==> src/rtl/core/albm_pkg.sv <==
// ----------------------------------------------------------------------------
// albm_pkg
// Shared widths, constants and the segment fraction function of the meter.
// ----------------------------------------------------------------------------
package albm_pkg;

  localparam int SAMPLE_W        = 16;
  localparam int SENS_W          = 8;
  localparam int SEG_W           = 8;
  localparam int SEG_COUNT       = 4;
  localparam int LEVEL_W         = 23;   // Q.8 level, max 100*255*256
  localparam int PART_W          = 13;   // remainder inside one segment
  localparam int SCALE_SHIFT     = 5;    // 32768 / 1024 of the Q.8 scale
  localparam int WINDOW_DEFAULT  = 1024;
  localparam int SUM_QUEUE_DEPTH = 2;

  localparam logic [SENS_W-1:0] SENS_RESET = 8'd15;
  localparam logic [PART_W-1:0] SEG_STEP   = 13'd6400;   // 25.0 in Q.8
  localparam logic [SEG_W-1:0]  SEG_FULL   = 8'd255;

  // floor(part * 255 / 6400) for part < 6400; /256 is a shift, /25 is a
  // reciprocal multiply that stays exact below 6375.
  function automatic logic [SEG_W-1:0] seg_frac(input logic [PART_W-1:0] part);
    logic [20:0] scaled;
    logic [12:0] q256;
    logic [25:0] prod;
    scaled = (21'(part) << 8) - 21'(part);
    q256   = scaled[20:8];
    prod   = 26'(q256) * 26'd5243;
    return prod[24:17];
  endfunction

endpackage

==> src/rtl/core/albm_front.sv <==
// ----------------------------------------------------------------------------
// albm_front
// Takes samples, sums their magnitudes and queues each finished window sum.
// ----------------------------------------------------------------------------
module albm_front
  import albm_pkg::*;
#(
  parameter int WINDOW = WINDOW_DEFAULT,
  parameter int SUM_W  = 32
) (
  input  logic                       clk,
  input  logic                       rst,
  input  logic                       push,
  output logic                       full,
  input  logic signed [SAMPLE_W-1:0] sample,
  output logic                       sum_push,
  output logic [SUM_W-1:0]           sum_data,
  input  logic                       sum_full
);

  localparam int CNT_W = $clog2(WINDOW);

  logic [CNT_W-1:0] sample_count;
  logic [SUM_W-1:0] abs_sum;
  logic [SAMPLE_W:0] mag;
  logic [SUM_W-1:0] sum_next;
  logic              accept;
  logic              last;

  // Sign-extend then negate: the most negative sample gives 32768
  assign mag      = sample[SAMPLE_W-1] ? ((SAMPLE_W+1)'(0) - {sample[SAMPLE_W-1], sample})
                                       : {1'b0, sample};
  assign sum_next = abs_sum + SUM_W'(mag);
  assign full     = sum_full;
  assign accept   = push && !sum_full;
  assign last     = (sample_count == CNT_W'(WINDOW - 1));
  assign sum_push = accept && last;
  assign sum_data = sum_next;

  always_ff @(posedge clk) begin
    if (rst) begin
      sample_count <= '0;
      abs_sum      <= '0;
    end else if (accept) begin
      if (last) begin
        sample_count <= '0;
        abs_sum      <= '0;
      end else begin
        sample_count <= sample_count + 1'b1;
        abs_sum      <= sum_next;
      end
    end
  end

endmodule

==> src/rtl/core/albm_fifo.sv <==
// ----------------------------------------------------------------------------
// albm_fifo
// Short queue of window sums between the accumulator and the level unit.
// ----------------------------------------------------------------------------
module albm_fifo
  import albm_pkg::*;
#(
  parameter int WIDTH = 32,
  parameter int DEPTH = SUM_QUEUE_DEPTH
) (
  input  logic             clk,
  input  logic             rst,
  input  logic             wr_en,
  input  logic [WIDTH-1:0] wr_data,
  output logic             full,
  input  logic             rd_en,
  output logic [WIDTH-1:0] rd_data,
  output logic             empty
);

  localparam int PTR_W = (DEPTH > 1) ? $clog2(DEPTH) : 1;

  logic [WIDTH-1:0] mem [DEPTH];
  logic [PTR_W-1:0] wr_ptr;
  logic [PTR_W-1:0] rd_ptr;
  logic [PTR_W:0]   count;
  logic             do_wr;
  logic             do_rd;

  assign full    = (count == (PTR_W+1)'(DEPTH));
  assign empty   = (count == '0);
  assign do_wr   = wr_en && !full;
  assign do_rd   = rd_en && !empty;
  assign rd_data = mem[rd_ptr];

  always_ff @(posedge clk) begin
    if (do_wr) begin
      mem[wr_ptr] <= wr_data;
    end
  end

  always_ff @(posedge clk) begin
    if (rst) begin
      wr_ptr <= '0;
      rd_ptr <= '0;
      count  <= '0;
    end else begin
      if (do_wr) begin
        wr_ptr <= (wr_ptr == PTR_W'(DEPTH - 1)) ? '0 : wr_ptr + 1'b1;
      end
      if (do_rd) begin
        rd_ptr <= (rd_ptr == PTR_W'(DEPTH - 1)) ? '0 : rd_ptr + 1'b1;
      end
      unique case ({do_wr, do_rd})
        2'b10:   count <= count + 1'b1;
        2'b01:   count <= count - 1'b1;
        default: count <= count;
      endcase
    end
  end

endmodule

==> src/rtl/core/albm_back.sv <==
// ----------------------------------------------------------------------------
// albm_back
// Scales a window sum to the Q.8 level with a constant reciprocal multiply
// and splits the level into four bar segments held in an output register.
// ----------------------------------------------------------------------------
module albm_back
  import albm_pkg::*;
#(
  parameter int WINDOW = WINDOW_DEFAULT,
  parameter int SUM_W  = 32
) (
  input  logic              clk,
  input  logic              rst,
  input  logic              cfg_we,
  input  logic [SENS_W-1:0] cfg_wdata,
  input  logic              sum_empty,
  input  logic [SUM_W-1:0]  sum_data,
  output logic              sum_pop,
  output logic              empty,
  input  logic              pop,
  output logic [SEG_W-1:0]  segment_zero,
  output logic [SEG_W-1:0]  segment_one,
  output logic [SEG_W-1:0]  segment_two,
  output logic [SEG_W-1:0]  segment_three
);

  // Index of the lowest set bit, to split the power of two off WINDOW
  function automatic int low_zeros(input int v);
    int n;
    n = 0;
    while (n < 30 && v[n] == 1'b0) begin
      n++;
    end
    return n;
  endfunction

  localparam int PROD_W    = SUM_W + SENS_W;
  localparam int WIN_TZ    = low_zeros(WINDOW);
  localparam int WIN_ODD   = WINDOW >> WIN_TZ;
  localparam int ODD_L     = $clog2(WIN_ODD);
  localparam int DIV_SHIFT = WIN_TZ + SCALE_SHIFT;
  localparam int Y_W       = ODD_L + LEVEL_W;
  localparam int RECIP_SH  = Y_W + ODD_L;
  localparam int RECIP_W   = Y_W + 1;
  localparam int DIGIT_W   = 16;
  localparam int DIGITS    = (RECIP_W + DIGIT_W - 1) / DIGIT_W;
  localparam int MREM_W    = DIGITS * DIGIT_W;
  localparam int ACC_W     = Y_W + RECIP_W;
  localparam int STEP_W    = (DIGITS > 1) ? $clog2(DIGITS) : 1;
  // ceil(2^RECIP_SH / odd part) gives an exact floor for any Y_W-bit numerator
  localparam logic [63:0] RECIP = ((64'd1 << RECIP_SH) + 64'(WIN_ODD) - 64'd1) / 64'(WIN_ODD);

  typedef enum logic [2:0] {
    S_IDLE,
    S_SCALE,
    S_MUL,
    S_SEG,
    S_OUT
  } state_t;

  state_t              state;
  logic [SENS_W-1:0]   sensitivity;
  logic [PROD_W-1:0]   prod;
  logic [PROD_W+4:0]   prod25;
  logic [Y_W-1:0]      num;
  logic [MREM_W-1:0]   mrem;
  logic [ACC_W-1:0]    acc;
  logic [Y_W+DIGIT_W-1:0] part_prod;
  logic [STEP_W-1:0]   step;
  logic [LEVEL_W-1:0]  level;
  logic [SEG_COUNT-1:0] seg_full;
  logic [PART_W-1:0]   seg_part [SEG_COUNT];
  logic                out_valid;
  logic                out_load;
  logic [SEG_W-1:0]    seg_val [SEG_COUNT];

  assign sum_pop   = (state == S_IDLE) && !sum_empty;
  assign out_load  = (state == S_OUT) && (!out_valid || pop);
  assign empty     = !out_valid;
  // times 25 as shift-add
  assign prod25    = ((PROD_W+5)'(prod) << 4) + ((PROD_W+5)'(prod) << 3) + (PROD_W+5)'(prod);
  assign part_prod = (Y_W+DIGIT_W)'(num) * (Y_W+DIGIT_W)'(mrem[MREM_W-1 -: DIGIT_W]);
  assign level     = acc[RECIP_SH +: LEVEL_W];

  always_comb begin
    for (int k = 0; k < SEG_COUNT; k++) begin
      seg_val[k] = seg_full[k] ? SEG_FULL : seg_frac(seg_part[k]);
    end
  end

  always_ff @(posedge clk) begin
    if (rst) begin
      sensitivity <= SENS_RESET;
    end else if (cfg_we) begin
      sensitivity <= cfg_wdata;
    end
  end

  always_ff @(posedge clk) begin
    if (rst) begin
      state     <= S_IDLE;
      out_valid <= 1'b0;
    end else begin
      unique case (state)
        S_IDLE: begin
          if (!sum_empty) begin
            prod  <= PROD_W'(sum_data) * PROD_W'(sensitivity);
            state <= S_SCALE;
          end
        end
        S_SCALE: begin
          // drop the power of two of the divisor, leave the odd part
          num   <= Y_W'(prod25 >> DIV_SHIFT);
          mrem  <= MREM_W'(RECIP);
          acc   <= '0;
          step  <= STEP_W'(DIGITS - 1);
          state <= S_MUL;
        end
        S_MUL: begin
          // multiply by the reciprocal one digit per cycle, top digit first
          acc  <= (acc << DIGIT_W) + ACC_W'(part_prod);
          mrem <= mrem << DIGIT_W;
          if (step == '0) begin
            state <= S_SEG;
          end else begin
            step <= step - 1'b1;
          end
        end
        S_SEG: begin
          for (int k = 0; k < SEG_COUNT; k++) begin
            logic [LEVEL_W-1:0] base;
            logic [LEVEL_W-1:0] rem;
            base = LEVEL_W'(k) * LEVEL_W'(SEG_STEP);
            rem  = level - base;
            if (level > base) begin
              seg_full[k] <= (rem >= LEVEL_W'(SEG_STEP));
              seg_part[k] <= rem[PART_W-1:0];
            end else begin
              seg_full[k] <= 1'b0;
              seg_part[k] <= '0;
            end
          end
          state <= S_OUT;
        end
        S_OUT: begin
          if (out_load) begin
            state <= S_IDLE;
          end
        end
        default: state <= S_IDLE;
      endcase

      if (out_load) begin
        out_valid     <= 1'b1;
        segment_zero  <= seg_val[0];
        segment_one   <= seg_val[1];
        segment_two   <= seg_val[2];
        segment_three <= seg_val[3];
      end else if (pop) begin
        out_valid <= 1'b0;
      end
    end
  end

endmodule

==> src/rtl/core/audio_level_bar_meter.sv <==
// ----------------------------------------------------------------------------
// audio_level_bar_meter
// Four-segment bar meter driven by the mean magnitude of audio samples.
// ----------------------------------------------------------------------------
// Input channel: drive sample with push; it is taken on a clock edge with
// push high and full low. Samples stream in at one per cycle while full is low.
// Every WINDOW samples, the window sum goes into a two-entry queue and one
// result of four segment brightnesses follows on the output channel: it is
// shown while empty is low and leaves on an edge with pop high.
// From the edge that takes the last sample of a window, a free level unit
// does one multiply by the sensitivity, one scale by 25, two digit steps
// of the reciprocal multiply (three when the odd part of WINDOW is above
// 255), one segment split and one load of the output register, after
// which empty goes low. The level unit takes no new sum until it has loaded
// the output register, so short windows throttle input through full.
// A stalled receiver holds the result; the level unit still finishes the
// next window and the queue takes two more sums before full rises.
// cfg_we/cfg_wdata write the sensitivity; write it only while idle.
// Reset clears the window and the queue, marks the output register empty
// and sets the sensitivity to 15.
// ----------------------------------------------------------------------------
module audio_level_bar_meter
  import albm_pkg::*;
#(
  parameter int WINDOW = WINDOW_DEFAULT
) (
  input  logic                       clk,
  input  logic                       rst,
  input  logic                       push,
  output logic                       full,
  input  logic signed [SAMPLE_W-1:0] sample,
  output logic                       empty,
  input  logic                       pop,
  output logic [SEG_W-1:0]           segment_zero,
  output logic [SEG_W-1:0]           segment_one,
  output logic [SEG_W-1:0]           segment_two,
  output logic [SEG_W-1:0]           segment_three,
  input  logic                       cfg_we,
  input  logic [SENS_W-1:0]          cfg_wdata
);

  localparam int SUM_W = $clog2(longint'(WINDOW) * 32768 + 1);

  logic             sum_push;
  logic [SUM_W-1:0] sum_wdata;
  logic             sum_full;
  logic             sum_pop;
  logic [SUM_W-1:0] sum_rdata;
  logic             sum_empty;

  albm_front #(
    .WINDOW (WINDOW),
    .SUM_W  (SUM_W)
  ) u_front (
    .clk      (clk),
    .rst      (rst),
    .push     (push),
    .full     (full),
    .sample   (sample),
    .sum_push (sum_push),
    .sum_data (sum_wdata),
    .sum_full (sum_full)
  );

  albm_fifo #(
    .WIDTH (SUM_W),
    .DEPTH (SUM_QUEUE_DEPTH)
  ) u_fifo (
    .clk     (clk),
    .rst     (rst),
    .wr_en   (sum_push),
    .wr_data (sum_wdata),
    .full    (sum_full),
    .rd_en   (sum_pop),
    .rd_data (sum_rdata),
    .empty   (sum_empty)
  );

  albm_back #(
    .WINDOW (WINDOW),
    .SUM_W  (SUM_W)
  ) u_back (
    .clk           (clk),
    .rst           (rst),
    .cfg_we        (cfg_we),
    .cfg_wdata     (cfg_wdata),
    .sum_empty     (sum_empty),
    .sum_data      (sum_rdata),
    .sum_pop       (sum_pop),
    .empty         (empty),
    .pop           (pop),
    .segment_zero  (segment_zero),
    .segment_one   (segment_one),
    .segment_two   (segment_two),
    .segment_three (segment_three)
  );

endmodule

==> config.mk <==
export PLATFORM = sky130hd
export DESIGN_NAME = audio_level_bar_meter
export DESIGN_NICKNAME = d
export VERILOG_FILES = /design/src/rtl/core/albm_pkg.sv /design/src/rtl/core/albm_front.sv /design/src/rtl/core/albm_fifo.sv /design/src/rtl/core/albm_back.sv /design/src/rtl/core/audio_level_bar_meter.sv
export SDC_FILE = /design/constraint.sdc
export NUM_CORES = 2
export LEC_CHECK = 0
export BUFFER_PORTS_ARGS = -buffer_cell sky130_fd_sc_hd__buf_4
export CORE_ASPECT_RATIO = 1.5
export CORE_MARGIN = 2
export CORE_UTILIZATION = 55
export CTS_BUF_LIST = sky130_fd_sc_hd__clkbuf_4 sky130_fd_sc_hd__clkbuf_8
export DETAILED_ROUTE_END_ITERATION = 6
export HOLD_SLACK_MARGIN = 0.08
export PLACE_DENSITY_LB_ADDON = 0.08
export SLEW_MARGIN = 20
export SYNTH_ARGS = -nofsm -noshare
export SYNTH_HDL_FRONTEND = slang
export SYNTH_HIERARCHICAL = 1
export SYNTH_SLANG_ARGS = --single-unit
export TNS_END_PERCENT = 1
==> constraint.sdc <==
create_clock -name clk -period 8.48 [get_ports clk]
set_input_delay 0.424 -clock clk [delete_from_list [all_inputs] [get_ports clk]]
set_output_delay 0.424 -clock clk [all_outputs]
set_load 0.1 [all_outputs]
== Word level (Yosys, flattened, before mapping) ==
Memory sizes are Yosys's and may differ from the RTL's. A register that Yosys moved wholly into a read port is not among the register bits.
Cells that the tools add are included.
Storage, ports and cells
  register bits: 224
  RAM bits: 104
  memories: 2
  input bits: 29
  bits in latches: 0
  bits in read-only memories: 0
Operators by class
  reductions and logical operators: 21
  multiply operators: 6
  divide/modulo/power cells: 0
  shift operators: 0
  bitwise gates (word level): 6
  add/subtract/negate cells: 18
  mux-type cells: 56
  order comparisons: 8
  eq/ne operators: 11
Memories
  u_back.seg_part: words 4, width 13, rd ports 4, clocked after memory_dff 0, wr ports 4, line albm_back.sv:72  | logic [PART_W-1:0] seg_part [SEG_COUNT];
  u_fifo.mem: words 2, width 26, rd ports 1, clocked after memory_dff 1, wr ports 1, line albm_fifo.sv:23  | logic [WIDTH-1:0] mem [DEPTH];
Operators by type and width (count)
  multiplier 13 x 13 -> 25 bit, second input constant: 4
  >= comparator 23 x 13 -> 1 bit, second input constant: 4
  case mux 46 bit (2 select lines): 1
  subtractor 21 x 13 -> 21 bit: 4
  case mux 32 bit (2 select lines): 1
  2-to-1 mux 13 bit: 4
  adder 46 x 39 -> 46 bit: 1
  2-to-1 mux 1 bit: 41
  multiplier 23 x 16 -> 39 bit: 1
  adder 38 x 34 -> 38 bit: 1
  adder 38 x 37 -> 38 bit: 1
  multiplier 26 x 8 -> 34 bit: 1
  adder 26 x 17 -> 26 bit: 1
  2-to-1 mux 26 bit: 1
  > comparator 23 x 1 -> 1 bit, second input constant: 1
  > comparator 23 x 13 -> 1 bit, second input constant: 1
  > comparator 23 x 14 -> 1 bit, second input constant: 1
  > comparator 23 x 15 -> 1 bit, second input constant: 1
  subtractor 23 x 13 -> 23 bit, second input constant: 1
  subtractor 23 x 14 -> 23 bit, second input constant: 1
  subtractor 23 x 15 -> 23 bit, second input constant: 1
  2-to-1 mux 17 bit: 1
  subtractor 1 x 16 -> 17 bit, first input constant: 1
  case mux 3 bit (5 select lines): 1
  other kinds (27): 50

== Depth between registers and ports, before layout ==
  word-level depth: 7
  gate-level depth with buffers: 29

== By module ==
The synthesis kept the hierarchy.
Modules (own cells, without submodules)
  albm_back: cells an instance 3042, seq. area each 5665.4 µm², area each 30156.4 µm², times used 1
  albm_front: cells an instance 338, seq. area each 720.7 µm², area each 2717.6 µm², times used 1
  albm_fifo: cells an instance 107, seq. area each 1661.6 µm², area each 2093.3 µm², times used 1

== Worst setup path after synthesis ==
No wires, ideal clock.
  path type: reg2reg
  start: mem u_back.seg_part[2][9]
  end: reg u_back.segment_two[7], data pin
  slack: 1865 ps
  arrival time: 6359 ps
  cell stages (with the launch flop): 28
  required time: 8224 ps
  period minus slack after synthesis: 6615 ps
  cell sequence: dfxtp_1 -> inv_1 -> ha_1 -> a21oi_1 -> nor2b_1 -> o2111ai_2 -> nand2_2 -> nor4_2 -> xnor2_2 -> inv_1 -> ha_1 -> inv_1 -> fa_1 -> inv_1 -> fa_1 -> fa_1 -> inv_1 -> fa_1 -> inv_1 -> ha_1 -> o21ai_0 -> a221o_1 -> o21ba_2 -> o31ai_1 -> o41ai_1 -> o21bai_1 -> xnor2_1 -> nand2b_1
RTL lines
  start: declaration: line albm_back.sv:72
  end signal: assignment: line albm_back.sv:157  | segment_two <= seg_val[2];
  end: declaration: line albm_back.sv:23  | output logic [SEG_W-1:0] segment_two,

==> impl_metrics.csv <==
group,metric,value,unit
setup_path,critPathLaunchType,"flip-flop",
placed_design,gp_congestion,0.914,
clocking,root_buffer,"clkbuf_8",
power,p_leak,17.8,nW
floorplan,dieArea,65700,um^2
yosys,ys.flop_type,"edfxtp_1",
sta,finalSetupViolations,0,
yosys,avgSynthCellArea,10.0,um^2
setup_path,critPathKind,"reg2reg",
yosys,synth_seq_cells,290,
setup_path,cp_max_fo,7,
yosys,yosys.area.top_type,"fa_1",
grt,antenna_found_initial,1,
detailed_routing,postRouteAntennaNets,0,
yosys,synth_top_family_by_area,"adder cells",
placed_design,dp_hpwl,64800,um
yosys,synth_area_leaders,"fa_1, edfxtp_1, ha_1",
grt,grt_max_degree,41,
yosys,synth-simple-area-share,12.7,%
clocking,cts_hold_buf,8,
yosys,synthMuxAreaShare,1.27,%
detailed_routing,routed_wl,77400,um
job,maxCapViolCount,0,
power,powerDensity,165,nW/um^2
detailed_routing,route.detailed.drc,0,
setup_path,r2r_start,"u_back/seg_part[1][2]$_SDFFCE_PP0P_",
setup_path,r2r-end,"u_back/segment_one[7]$_SDFFCE_PP1P_",
grt,gr-total-overflow,0,
yosys,synth_edf_count,224,
sta,skew,0.0447,ns
sta,setup_tns,0,ns
floorplan,rows,113,
floorplan,pin_count,63,
setup_path,cp.required,8.87,ns
sta,fin_crit_sh,85.5,%
floorplan,coreArea,63100,um^2
grt,grt_first_pass_wirelength,130000,um
clocking,clk_latency,0.68,ns
yosys,yosys_warnings,6,
yosys,synth-compound-area-share,9.64,%
setup_path,cp-end-kind,"flip-flop",
setup_path,crit_slowest_cell,"fa_1",
yosys,synth_seq_area_share,23.0,%
sta,layout_setup_ws,1.23,ns
detailed_routing,vias,24300,
clocking,cts_tree,"done",
sta,worst_slew_margin_rel,23.4,%
floorplan,start_util,55.5,%
clocking,post_cts_buffers,0,
yosys,synth.distinct_cells,103,
yosys,netlist_area,35000,um^2
min_path,hold_start,"cfg_we",
sta,tightest_slew,1.15,ns
clocking,cts_max_level,2,
layout,synthToLayoutAreaGrowth,7.05,%
min_path,min_path_type,"in2reg",
min_path,hold_depth,2,
yosys,synthDominantCellAreaShare,21.9,%
sta,hold_viol,0,
setup_path,worstPathArrival,7.64,ns
power,ir_drop,243,uV
detailed_routing,drt_iter0_markers,785,
sta,slew_violations,0,
clocking,cts_made_buffers,48,
setup_path,rrSetupSlack,1.23,ns
floorplan,die_h,313,um
detailed_routing,first_pass_iters,5,
status,outcome,"finished clean",
placed_design,io_buffers,62,
sta,fmax,138,MHz
detailed_routing,wl_per_cell,17.6,um
setup_path,max_stage_delay,0.54,ns
detailed_routing,routed_via_density,5.54,
placed_design,dp_slack,1.25,ns
grt,grt_pass1_vias,26900,
yosys,yosys.area_share.xor_xnor,5.16,%
layout,drive_gt1_share,7.27,%
min_path,hold_path_end,"u_back/sensitivity[3]$_SDFFE_PP1P_",
clocking,clk_pin_slew,0.07,ns
yosys,synthAdderAreaFrac,40.7,%
floorplan,die_x,210,um
clocking,numClockSinks,290,
yosys,synth_cells,3487,
setup_path,rr_worst_depth,25,
yosys,ys_async_sr_fraction,0,%
yosys,syn_nets,4423,
grt,grt.total_usage,24.5,%
sta,period_needed,7.25,ns
clocking,cts_resized,0,
clocking,cts_buffer_depth,3,
sta,grt_setup_unrepaired,"no",
layout,num-nets-final,4484,
Yosys cell counts, types with 43 or more instances:
cell type  instances
inv_1            615
ha_1             524
fa_1             383
nand2_1          245
edfxtp_1         224
nor2_1           168
xnor2_1          140
a21oi_1          127
and2_1           107
o21ai_0           69
dfxtp_1           66
a21o_1            64
clkbuf_1          62
xor2_1            56
nor2b_1           47
nor3_1            46
and3_1            43
nand3_1           43
registers in the layout, indices dropped and copies added, names as in the netlist, 10 cells and up, named ones only:
signal	cells
u_front/abs_sum	26
u_front/sample_count	10
u_back/prod	34
u_back/seg_part	52
u_fifo/mem	52
u_back/num	23
u_back/acc	39
placed cells by master, fill, tap and decap left out, types with 15 or more instances in the layout:
cell,synthesis,routed
inv_1,615,613
ha_1,524,524
fa_1,383,383
nand2_1,245,245
edfxtp_1,224,224
nor2_1,168,167
xnor2_1,140,140
a21oi_1,127,127
and2_1,107,107
buf_4,2,79
o21ai_0,69,69
a21o_1,64,64
dfxtp_1,66,62
xor2_1,56,56
clkbuf_8,0,51
nor2b_1,47,47
nor3_1,46,44
nand3_1,43,43
and3_1,43,43
nand2b_1,35,35
or3_1,30,30
o21bai_1,28,28
o21a_1,21,21
nor4_1,20,19
o31ai_1,17,17
mux2_2,17,17
a31oi_1,15,15
worst max-delay path: cells and delay by family (launching register included):
kind            cells  cell delay, ns
compound gates      8            2.14
buf+inv             3            0.17
fa+ha+maj           6            2.36
simple gates        5            1.20
mux                 1            0.13
flops               1            0.40
xor+xnor            2            0.56
metal layers:
metal,track usage [%],part of all wire (%),up-vias
met5,0,0,-
met4,9.70,3.9,0
met3,2.54,2.5,178
met2,50.6,58,381
met1,24.4,36,12000
li1,-,-,11800
stage by stage:
stage	instances	power, mW	utilization [%]	area (um^2)	hold WS [ns]
after CTS	4393	6.27	59.3	37400	0.106
after floorplan	3487	4.09	-	35000	0.412
after detailed placement	4295	4.85	57.6	36300	0.441
final	4394	6.17	59.4	37400	0.148
after global placement	4295	4.74	57.5	36300	0.424
after global routing	4394	6.77	59.4	37400	0.149
cell families (layout without fill, tap and decap cells):
family,Yosys count,count (layout)
buffers and inverters,697,798
and+or+nand+nor,865,865
adders and majority gates,907,907
other,1,2
AOI/OAI and AO/OA,485,485
muxes,41,41
xor gates and xnor gates,201,201
DFF,290,290
layout make-up:
type	count	area [um^2]
antenna	1	2.50
clock buffer	62	785
clock inverter	28	268
fill	5492	25600
inverter	621	2330
multi-input combinational	2500	24300
sequential	290	8050
tap	805	1010
timing repair buffer	87	673
where the power goes:
| group | switching [mW] | internal [mW] | leakage (nW) |
|---|---|---|---|
| Combinational | 1.75 | 1.37 | 14.7 |
| Sequential | 0.0368 | 1.64 | 2.56 |
| Clock | 0.629 | 0.740 | 0.530 |
| Total | 2.42 | 3.75 | 17.8 |
worst max-delay path by stage:
stage	startpoint	endpoint	slack (ns)	depth (start not counted)
after floorplan	u_back/seg_part[2][9]$_SDFFE_PP0P_	u_back/segment_two[7]$_SDFFCE_PP1P_	1.86	27
after global placement	u_back/seg_part[2][9]$_SDFFE_PP0P_	u_back/segment_two[7]$_SDFFCE_PP1P_	1.49	27
after detailed placement	u_back/seg_part[1][2]$_SDFFCE_PP0P_	u_back/segment_one[7]$_SDFFCE_PP1P_	1.25	25
after CTS	u_back/seg_part[1][2]$_SDFFCE_PP0P_	u_back/segment_one[7]$_SDFFCE_PP1P_	1.21	25
after global routing	u_back/seg_part[1][4]$_SDFFCE_PP0P_	u_back/segment_one[7]$_SDFFCE_PP1P_	0.72	25
final	u_back/seg_part[1][2]$_SDFFCE_PP0P_	u_back/segment_one[7]$_SDFFCE_PP1P_	1.23	25
Power figures use the tool's default switching activity.
